$ cat config.mk
export PLATFORM = sky130hd
export DESIGN_NAME = cubic_bezier_color_path_flat
export DESIGN_NICKNAME = d
export VERILOG_FILES = /design/src/rtl/core/cbcp_pkg.sv /design/src/rtl/core/cbcp_in_if.sv /design/src/rtl/core/cbcp_out_if.sv /design/src/rtl/core/cubic_bezier_color_path.sv /design/src/rtl/core/cbcp_queue.sv /design/src/rtl/core/cbcp_sampler.sv /design/src/flat_wrapper.sv
export SDC_FILE = /design/constraint.sdc
export NUM_CORES = 2
export LEC_CHECK = 0
export BUFFER_PORTS_ARGS = -buffer_cell sky130_fd_sc_hd__clkbuf_2
export CELL_PAD_IN_SITES_DETAIL_PLACEMENT = 0
export CELL_PAD_IN_SITES_GLOBAL_PLACEMENT = 1
export CORE_MARGIN = 1
export CORE_UTILIZATION = 53
export CTS_CLUSTER_SIZE = 16
export DETAILED_ROUTE_END_ITERATION = 12
export PLACE_DENSITY_LB_ADDON = 0.25
export SLEW_MARGIN = 20
export SYNTH_ARGS = -nofsm -noshare
export SYNTH_HDL_FRONTEND = slang
export SYNTH_SLANG_ARGS = --single-unit
$ cat constraint.sdc
create_clock -name clk -period 7.3 [get_ports clk]
set_clock_uncertainty 0.15 [all_clocks]
set_input_delay 1.46 -clock clk [delete_from_list [all_inputs] [get_ports clk]]
set_output_delay 1.46 -clock clk [all_outputs]
set_load 0.02 [all_outputs]
$ cat src/rtl/core/cbcp_pkg.sv
// Package with types, constants and the weight table of the Bezier colour path.
`default_nettype none

package cbcp_pkg;

  localparam int CURVE_POINTS = 15;
  localparam int MAX_POINTS   = 64;
  localparam int QUEUE_DEPTH  = 2;
  localparam int CH_LEVELS    = 15;
  // Largest Bernstein weight is MAX_POINTS cubed, which needs this many bits.
  localparam int WGT_MAX_W    = 19;

  typedef logic [3:0] chan_t;

  typedef struct packed {
    chan_t p1_red;
    chan_t p1_green;
    chan_t p1_blue;
    chan_t p2_red;
    chan_t p2_green;
    chan_t p2_blue;
    chan_t p3_red;
    chan_t p3_green;
    chan_t p3_blue;
    chan_t p4_red;
    chan_t p4_green;
    chan_t p4_blue;
  } cbcp_in_t;

  typedef struct packed {
    chan_t out_red;
    chan_t out_green;
    chan_t out_blue;
    logic  last_point;
  } cbcp_out_t;

  typedef struct packed {
    chan_t red;
    chan_t green;
    chan_t blue;
  } rgb_t;

  // Head of the curve queue as seen by the sampler.
  typedef struct packed {
    logic     valid;
    cbcp_in_t pts;
  } cbcp_head_t;

  // Four weights of one sample: (N-i)^3, 3i(N-i)^2, 3i^2(N-i), i^3.
  typedef logic [3:0][WGT_MAX_W-1:0] wset_t;
  typedef wset_t [MAX_POINTS:0] wtab_t;

  function automatic wtab_t cbcp_weight_table(input int n);
    wtab_t t;
    int    r;
    t = '0;
    for (int i = 0; i <= MAX_POINTS; i++) begin
      if (i <= n) begin
        r       = n - i;
        t[i][0] = WGT_MAX_W'(r * r * r);
        t[i][1] = WGT_MAX_W'(3 * i * r * r);
        t[i][2] = WGT_MAX_W'(3 * i * i * r);
        t[i][3] = WGT_MAX_W'(i * i * i);
      end
    end
    return t;
  endfunction

endpackage

`default_nettype wire

$ cat src/rtl/core/cbcp_in_if.sv
// Interface of the control point channel.
`default_nettype none

interface cbcp_in_if import cbcp_pkg::*; ();
  logic     valid;
  logic     ready;
  cbcp_in_t data;

  modport source (output valid, output data, input ready);
  modport sink   (input valid, input data, output ready);
endinterface

`default_nettype wire

$ cat src/rtl/core/cbcp_out_if.sv
// Interface of the sampled point channel.
`default_nettype none

interface cbcp_out_if import cbcp_pkg::*; ();
  logic      valid;
  logic      ready;
  cbcp_out_t data;

  modport source (output valid, output data, input ready);
  modport sink   (input valid, input data, output ready);
endinterface

`default_nettype wire

$ cat src/rtl/core/cubic_bezier_color_path.sv
// Top level of the cubic Bezier colour path sampler.
//
//   channel  direction  payload                                    transaction
//   in_ch    sink       four RGB control points, 4 bits a channel  one curve
//   out_ch   source     one RGB sample and its last_point flag     one curve point
//
// A curve produces N_POINTS samples from the sample sequencer, one a cycle while
// out_ch does not stall; the queue can take the next curve meanwhile.
// With the back end idle, each repeat of the opening point of a curve delays the
// first result of that curve.
// Reset is synchronous and active low; it empties the queue and the pipeline.
// A stall on out_ch freezes the whole back end; the front queue keeps taking
// transactions until its QUEUE_DEPTH entries are full.
`default_nettype none

module cubic_bezier_color_path import cbcp_pkg::*; #(
  parameter int N_POINTS    = CURVE_POINTS,
  parameter int QUEUE_DEPTH = cbcp_pkg::QUEUE_DEPTH
) (
  input  wire logic   clk,
  input  wire logic   rst_n,
  cbcp_in_if.sink     in_ch,
  cbcp_out_if.source  out_ch
);

  // Curves wait here until the sampler has finished the one before.
  cbcp_head_t head;
  logic       pop;

  cbcp_queue #(
    .DEPTH (QUEUE_DEPTH)
  ) u_queue (
    .clk   (clk),
    .rst_n (rst_n),
    .in_ch (in_ch),
    .pop   (pop),
    .head  (head)
  );

  // The sampler steps i from 1 to N_POINTS over the head curve, weights the
  // control points with a constant Bernstein table, rounds each channel and
  // removes repeated points before the output register.
  cbcp_sampler #(
    .N_POINTS (N_POINTS)
  ) u_sampler (
    .clk    (clk),
    .rst_n  (rst_n),
    .head   (head),
    .pop    (pop),
    .out_ch (out_ch)
  );

endmodule

`default_nettype wire

$ cat src/rtl/core/cbcp_queue.sv
// Front end: a short queue of accepted curves waiting for the sampler.
`default_nettype none

module cbcp_queue import cbcp_pkg::*; #(
  parameter int DEPTH = QUEUE_DEPTH
) (
  input  wire logic   clk,
  input  wire logic   rst_n,
  cbcp_in_if.sink     in_ch,
  input  wire logic   pop,
  output cbcp_head_t  head
);

  localparam int PTR_W = (DEPTH > 1) ? $clog2(DEPTH) : 1;
  localparam int CNT_W = $clog2(DEPTH + 1);

  cbcp_in_t         mem_r [DEPTH];
  logic [PTR_W-1:0] wr_ptr_r, wr_ptr_nxt;
  logic [PTR_W-1:0] rd_ptr_r, rd_ptr_nxt;
  logic [CNT_W-1:0] cnt_r, cnt_nxt;
  logic             push;

  assign in_ch.ready = (cnt_r != CNT_W'(DEPTH));
  assign push        = in_ch.valid && in_ch.ready;

  assign head.valid = (cnt_r != '0);
  assign head.pts   = mem_r[rd_ptr_r];

  always_comb begin
    wr_ptr_nxt = wr_ptr_r;
    rd_ptr_nxt = rd_ptr_r;
    if (push) begin
      wr_ptr_nxt = (wr_ptr_r == PTR_W'(DEPTH - 1)) ? '0 : wr_ptr_r + 1'b1;
    end
    if (pop) begin
      rd_ptr_nxt = (rd_ptr_r == PTR_W'(DEPTH - 1)) ? '0 : rd_ptr_r + 1'b1;
    end
    case ({push, pop})
      2'b10:   cnt_nxt = cnt_r + 1'b1;
      2'b01:   cnt_nxt = cnt_r - 1'b1;
      default: cnt_nxt = cnt_r;
    endcase
  end

  always_ff @(posedge clk) begin
    if (!rst_n) begin
      wr_ptr_r <= '0;
      rd_ptr_r <= '0;
      cnt_r    <= '0;
    end else begin
      wr_ptr_r <= wr_ptr_nxt;
      rd_ptr_r <= rd_ptr_nxt;
      cnt_r    <= cnt_nxt;
    end
  end

  always_ff @(posedge clk) begin
    if (push) begin
      mem_r[wr_ptr_r] <= in_ch.data;
    end
  end

endmodule

`default_nettype wire

$ cat src/rtl/core/cbcp_sampler.sv
// Back end: sample sequencer, weighting pipeline, rounding and duplicate removal.
`default_nettype none

module cbcp_sampler import cbcp_pkg::*; #(
  parameter int N_POINTS = CURVE_POINTS
) (
  input  wire logic        clk,
  input  wire logic        rst_n,
  input  wire cbcp_head_t  head,
  output logic             pop,
  cbcp_out_if.source       out_ch
);

  localparam int    DEN   = N_POINTS * N_POINTS * N_POINTS;
  localparam int    WGT_W = $clog2(DEN + 1);
  localparam int    NUM_W = WGT_W + 4;
  localparam int    IDX_W = $clog2(N_POINTS + 1);
  localparam int    TAB_W = $clog2(MAX_POINTS + 1);
  localparam wtab_t WTAB  = cbcp_weight_table(N_POINTS);

  logic             adv;
  logic             issue;
  logic             at_end;
  logic [IDX_W-1:0] idx_r, idx_nxt;

  // Stage 1: control points and weights of the sample.
  logic             s1_valid_r;
  cbcp_in_t         s1_pts_r;
  logic [WGT_W-1:0] s1_w_r [4];
  logic             s1_last_r;

  // Stage 2: weighted control points.
  logic [3:0]       cp [3][4];
  logic [NUM_W-1:0] prod_nxt [3][4];
  logic             s2_valid_r;
  logic [NUM_W-1:0] s2_prod_r [3][4];
  logic             s2_last_r;

  // Stage 3: numerators.
  logic [NUM_W-1:0] num_nxt [3];
  logic             s3_valid_r;
  logic [NUM_W-1:0] s3_num_r [3];
  logic             s3_last_r;

  // Stage 4: rounded colour.
  logic [3:0]       lvl [3];
  rgb_t             rgb_nxt;
  logic             s4_valid_r;
  rgb_t             s4_rgb_r;
  logic             s4_last_r;

  // Hold stage and output register.
  logic             hd_valid_r, hd_valid_nxt;
  rgb_t             hd_rgb_r, hd_rgb_nxt;
  logic             hd_last_r, hd_last_nxt;
  logic             emit;
  logic             out_valid_r, out_valid_nxt;
  cbcp_out_t        out_data_r, out_data_nxt;

  assign adv    = !out_valid_r || out_ch.ready;
  assign issue  = adv && head.valid;
  assign at_end = (idx_r == IDX_W'(N_POINTS));
  assign pop    = issue && at_end;

  assign out_ch.valid = out_valid_r;
  assign out_ch.data  = out_data_r;

  always_comb begin
    idx_nxt = idx_r;
    if (issue) begin
      idx_nxt = at_end ? IDX_W'(1) : idx_r + 1'b1;
    end
  end

  always_comb begin
    cp[0][0] = s1_pts_r.p1_red;
    cp[1][0] = s1_pts_r.p1_green;
    cp[2][0] = s1_pts_r.p1_blue;
    cp[0][1] = s1_pts_r.p2_red;
    cp[1][1] = s1_pts_r.p2_green;
    cp[2][1] = s1_pts_r.p2_blue;
    cp[0][2] = s1_pts_r.p3_red;
    cp[1][2] = s1_pts_r.p3_green;
    cp[2][2] = s1_pts_r.p3_blue;
    cp[0][3] = s1_pts_r.p4_red;
    cp[1][3] = s1_pts_r.p4_green;
    cp[2][3] = s1_pts_r.p4_blue;
    for (int c = 0; c < 3; c++) begin
      for (int j = 0; j < 4; j++) begin
        prod_nxt[c][j] = NUM_W'(cp[c][j]) * NUM_W'(s1_w_r[j]);
      end
    end
  end

  // The weights sum to N^3, so the numerator never exceeds fifteen times that.
  always_comb begin
    for (int c = 0; c < 3; c++) begin
      num_nxt[c] = s2_prod_r[c][0] + s2_prod_r[c][1] + s2_prod_r[c][2] + s2_prod_r[c][3];
    end
  end

  // Round half up against fixed thresholds: level k is reached when
  // 2*num >= N^3*(2k-1). Fifteen levels at most gives the saturation.
  always_comb begin
    for (int c = 0; c < 3; c++) begin
      lvl[c] = '0;
      for (int k = 0; k < CH_LEVELS; k++) begin
        lvl[c] = lvl[c] + 4'({s3_num_r[c], 1'b0} >= (NUM_W + 1)'(DEN * (2 * k + 1)));
      end
    end
    rgb_nxt.red   = lvl[0];
    rgb_nxt.green = lvl[1];
    rgb_nxt.blue  = lvl[2];
  end

  // The held point goes out once a differing sample arrives or once it is
  // known to close its curve; a sample equal to it is dropped.
  always_comb begin
    hd_valid_nxt = hd_valid_r;
    hd_rgb_nxt   = hd_rgb_r;
    hd_last_nxt  = hd_last_r;
    emit         = 1'b0;
    if (hd_valid_r && hd_last_r) begin
      emit         = 1'b1;
      hd_valid_nxt = s4_valid_r;
      hd_rgb_nxt   = s4_rgb_r;
      hd_last_nxt  = s4_last_r;
    end else if (s4_valid_r) begin
      if (hd_valid_r && (s4_rgb_r == hd_rgb_r)) begin
        hd_last_nxt = s4_last_r;
      end else begin
        emit         = hd_valid_r;
        hd_valid_nxt = 1'b1;
        hd_rgb_nxt   = s4_rgb_r;
        hd_last_nxt  = s4_last_r;
      end
    end
    out_valid_nxt           = emit;
    out_data_nxt.out_red    = hd_rgb_r.red;
    out_data_nxt.out_green  = hd_rgb_r.green;
    out_data_nxt.out_blue   = hd_rgb_r.blue;
    out_data_nxt.last_point = hd_last_r;
  end

  always_ff @(posedge clk) begin
    if (!rst_n) begin
      idx_r       <= IDX_W'(1);
      s1_valid_r  <= 1'b0;
      s2_valid_r  <= 1'b0;
      s3_valid_r  <= 1'b0;
      s4_valid_r  <= 1'b0;
      hd_valid_r  <= 1'b0;
      hd_last_r   <= 1'b0;
      out_valid_r <= 1'b0;
    end else if (adv) begin
      idx_r       <= idx_nxt;
      s1_valid_r  <= head.valid;
      s2_valid_r  <= s1_valid_r;
      s3_valid_r  <= s2_valid_r;
      s4_valid_r  <= s3_valid_r;
      hd_valid_r  <= hd_valid_nxt;
      hd_last_r   <= hd_last_nxt;
      out_valid_r <= out_valid_nxt;
    end
  end

  always_ff @(posedge clk) begin
    if (adv) begin
      s1_pts_r   <= head.pts;
      s1_last_r  <= at_end;
      for (int j = 0; j < 4; j++) begin
        s1_w_r[j] <= WTAB[TAB_W'(idx_r)][j][WGT_W-1:0];
      end
      s2_prod_r  <= prod_nxt;
      s2_last_r  <= s1_last_r;
      s3_num_r   <= num_nxt;
      s3_last_r  <= s2_last_r;
      s4_rgb_r   <= rgb_nxt;
      s4_last_r  <= s3_last_r;
      hd_rgb_r   <= hd_rgb_nxt;
      out_data_r <= out_data_nxt;
    end
  end

endmodule

`default_nettype wire

$ cat src/flat_wrapper.sv
// flat-port wrapper written by rule: the top's interface ports become plain ports
module cubic_bezier_color_path_flat import cbcp_pkg::*;
#(
  parameter int N_POINTS    = CURVE_POINTS,
  parameter int QUEUE_DEPTH = cbcp_pkg::QUEUE_DEPTH
)
  (clk, rst_n, in_ch_valid, in_ch_data, in_ch_ready, out_ch_valid, out_ch_data, out_ch_ready);
  cbcp_in_if in_ch_i ();
  cbcp_out_if out_ch_i ();
  input  wire logic clk;
  input  wire logic rst_n;
  input wire logic [$bits(in_ch_i.valid)-1:0] in_ch_valid;
  input wire logic [$bits(in_ch_i.data)-1:0] in_ch_data;
  output wire logic [$bits(in_ch_i.ready)-1:0] in_ch_ready;
  output wire logic [$bits(out_ch_i.valid)-1:0] out_ch_valid;
  output wire logic [$bits(out_ch_i.data)-1:0] out_ch_data;
  input wire logic [$bits(out_ch_i.ready)-1:0] out_ch_ready;
  assign in_ch_i.valid = in_ch_valid;
  assign in_ch_i.data = in_ch_data;
  assign in_ch_ready = in_ch_i.ready;
  assign out_ch_valid = out_ch_i.valid;
  assign out_ch_data = out_ch_i.data;
  assign out_ch_i.ready = out_ch_ready;
  cubic_bezier_color_path #(.N_POINTS(N_POINTS), .QUEUE_DEPTH(QUEUE_DEPTH)) u_core (.clk(clk), .rst_n(rst_n), .in_ch(in_ch_i), .out_ch(out_ch_i));
endmodule
==> flow_summary.json <==
{
  "synth_seq_cells": 522,
  "cp_common_cell": "fa_1",
  "p_comb_share_pct": 56.6,
  "finalSetupTns_ns": 0,
  "relSlewSlack_pct": 30.4,
  "drive_above_1_share_pct": 7.03,
  "yosysTopAreaCell": "edfxtp_1",
  "clk_pin_slew_worst_paths_ns": 0.07,
  "die_w_um": 269,
  "critPathMaxStageDelay_ns": 0.55,
  "syn_to_final_growth_pct": 7.61,
  "syn_area_um2": 37800,
  "yosys_warnings": 0,
  "cts_setup_buffers": 0,
  "cts_hold_buf": 0,
  "clock_path_buffers": 3,
  "hold_violations": 0,
  "ios": 67,
  "p_per_area_nw_per_um2": 494,
  "dieArea_um2": 72400,
  "syn_nets": 4084,
  "cp-start-kind": "flop",
  "irDropWorstVdd_mv": 0.561,
  "grt_pass1_wl_um": 136000,
  "gp_congestion": 0.882,
  "synth_edf_count": 463,
  "rows": 97,
  "cts_tree": "done",
  "grt_pass1_vias": 24984,
  "clock-sinks": 522,
  "min_period_ns": 5.13,
  "synth_top_family_by_area": "adder cells",
  "clk_latency_ns": 0.63,
  "synth-xor-area-share_pct": 4.63,
  "swShare_pct": 43.0,
  "muxShareOfSynthArea_pct": 1.55,
  "synth_area_leaders": "edfxtp_1 37%, fa_1 17%, ha_1 9.6%",
  "rsz0062_at_grt": "no",
  "htreeDepth": 2,
  "dp_hpwl_um": 65400,
  "fmax_mhz": 195,
  "worst_ep_arrival_time_ns": 5.47,
  "outcome": "finished clean",
  "post_drt_wl_per_cell_um": 19.5,
  "synthDominantCellAreaShare_pct": 36.8,
  "grt_start_max_net_pins": 174,
  "synth_seq_area_share_pct": 39.9,
  "die_y_um": 269,
  "ys.flop_type": "edfxtp_1",
  "dr.pass1.iters": 7,
  "crit_required_ns": 7.64,
  "synth-compound-area-share_pct": 9.88,
  "finalCritPeriodShare_pct": 70.3,
  "drv_cap": 0,
  "route.vias.total": 24782,
  "syn_avg_cell_area_um2": 11.1,
  "async_flop_share_pct": 0,
  "io_buffers": 66,
  "hold_class": "flop to flop",
  "drc": 0,
  "p_sw_uw": 8630,
  "synthAdderAreaFrac_pct": 27.1,
  "initial_core_util_pct": 53.8,
  "grt_antenna_before_repair": 5,
  "criticalPathCategory": "flop to flop",
  "postSynthCellCount": 3411,
  "cp_max_fo": 9,
  "root_buffer": "clkbuf_16",
  "grtUsageTotal_pct": 24.0,
  "drv_slew": 0,
  "fin_nets": 4067,
  "clockPowerShare_pct": 14.4,
  "core-area_um2": 70300,
  "pwr-share-seq_pct": 29.0,
  "crit_path_end_kind": "flop",
  "setup_viol": 0,
  "drt-initial-drc-count": 1843,
  "tightestPinTransition_ns": 1.04,
  "numCtsBuffers": 58,
  "postCtsResizedCells": 0,
  "p_leak_uw": 0.0182,
  "power_uw": 20100,
  "grt.overflow.total": 0,
  "detail-route-antenna-nets": 0,
  "critical_path.slowest_cell": "fa_1",
  "cp_cell_sequence": "or2_2 -> o31ai_1 -> nand2_1 -> a211o_1 -> a21o_1 -> fa_1 -> fa_1 -> fa_1 -> inv_1 -> fa_1 -> inv_1 -> fa_1 -> inv_1 -> fa_1 -> inv_1",
  "post_drt_via_cell_ratio": 5.65,
  "routed_wl_um": 85600,
  "intPower_uw": 11500,
  "synthSimpleGateAreaFrac_pct": 12.4,
  "synth_cell_type_count": 75
}
[critical path: cells and delay by family (launching register included)]
family | cells | cell delay [ns]
and+or+nand+nor | 2 | 0.46
DFF | 1 | 0.49
AOI/OAI and AO/OA | 3 | 0.75
buffers and inverters | 4 | 0.28
adders and majority gates | 6 | 2.87
[cells in the final DEF, fill, tap and decap left out, types with 58 or more instances in the layout]
| cell type | n |
|---|---|
| nor2_1 | 130 |
| and2_1 | 223 |
| xnor2_1 | 135 |
| a21oi_1 | 179 |
| dfxtp_1 | 58 |
| nand2_1 | 440 |
| clkbuf_2 | 66 |
| a21o_1 | 69 |
| fa_1 | 330 |
| xor2_1 | 65 |
| edfxtp_1 | 463 |
| inv_1 | 300 |
| clkbuf_16 | 60 |
| ha_1 | 291 |
| o21ai_0 | 118 |
[state kept, by name, summed over array words and instances (netlist names), 2 cells and up, named ones only]
| name | flops |
|---|---|
| u_core.u_queue.cnt_r | 2 |
| u_core.u_queue.mem_r | 96 |
| u_core.u_sampler.cp | 48 |
| u_core.u_sampler.hd_rgb_r | 12 |
| u_core.u_sampler.idx_r | 4 |
| u_core.u_sampler.out_ch.data | 13 |
| u_core.u_sampler.s1_w_r | 44 |
| u_core.u_sampler.s2_prod_r | 186 |
| u_core.u_sampler.s3_num_r | 48 |
| u_core.u_sampler.s4_rgb_r | 12 |
[area by class of cell]
cell class | instances | area, µm²
Fill cell | 5910 | 29600
Multi-Input combinational cell | 2437 | 21000
Sequential cell | 522 | 15100
Clock buffer | 78 | 1600
Tap cell | 940 | 1180
Inverter | 303 | 1140
Timing Repair Buffer | 72 | 388
Clock inverter | 31 | 279
Antenna cell | 1 | 2.50
[routing by layer]
layer / global-route usage (%) / vias up / share of wire, %
li1: - / 11693 / -
met2: 38.8 / 587 / 46
met3: 3.10 / 124 / 4.7
met4: 7.17 / 0 / 3.0
met1: 33.7 / 12378 / 46
met5: 0 / - / 0
[metrics by stage]
step	utilization (%)	hold slack [ns]	setup WS [ns]	std cells	instance area [µm²]
after floorplan	-	0.236	0.950	3411	37800
after global placement	55.2	0.237	2.22	4274	38800
after detailed placement	55.2	0.239	2.16	4274	38800
after CTS	57.9	0.253	2.17	4383	40700
after global routing	57.9	0.260	1.95	4383	40700
final	57.9	0.240	2.17	4384	40700
[power groups by stage]
stage / combinational (µW) / clock, µW / sequential (µW)
after floorplan: 9200 / 0 / 5130
after global placement: 11000 / 0 / 5840
after detailed placement: 11400 / 0 / 5870
after CTS: 11400 / 2970 / 5810
after global routing: 13000 / 3070 / 5920
final: 11400 / 2890 / 5820
[path summary, 6_finish.rpt]
check                                      from                             to  slack [ns]  cells past startpoint
hold reg to reg                            flop  u_core.u_sampler.s1_w_r[1][8]        0.24                      0
setup / recovery  u_core.u_sampler.s3_num_r[18]   u_core.u_sampler.s4_rgb_r[5]        2.17                     15
setup reg to reg  u_core.u_sampler.s3_num_r[18]   u_core.u_sampler.s4_rgb_r[5]        2.17                     15
hold / removal                             flop  u_core.u_sampler.s1_w_r[1][8]        0.24                      0
[kinds of logic after synthesis]
| logic type | after synthesis |
|---|---|
| AOI/OAI and AO/OA | 583 |
| xor gates and xnor gates | 200 |
| adders and majority gates | 621 |
| buffers and inverters | 452 |
| DFF | 522 |
| muxes | 52 |
| and+or+nand+nor | 981 |
[synth_stat cells, types with 25 or more instances]
| cell | n |
|---|---|
| ha_1 | 291 |
| and2_1 | 223 |
| nand4_1 | 27 |
| fa_1 | 330 |
| nand3_1 | 36 |
| edfxtp_1 | 463 |
| clkbuf_1 | 135 |
| nand2_1 | 440 |
| xnor2_1 | 135 |
| o21bai_1 | 29 |
| xor2_1 | 65 |
| a21oi_1 | 179 |
| o21ai_0 | 118 |
| nor2_1 | 131 |
| o21a_1 | 26 |
| dfxtp_1 | 59 |
| a21o_1 | 69 |
| a211oi_1 | 25 |
| inv_1 | 300 |
| mux2_2 | 50 |
Note: power is estimated with default switching activity, not from simulation.
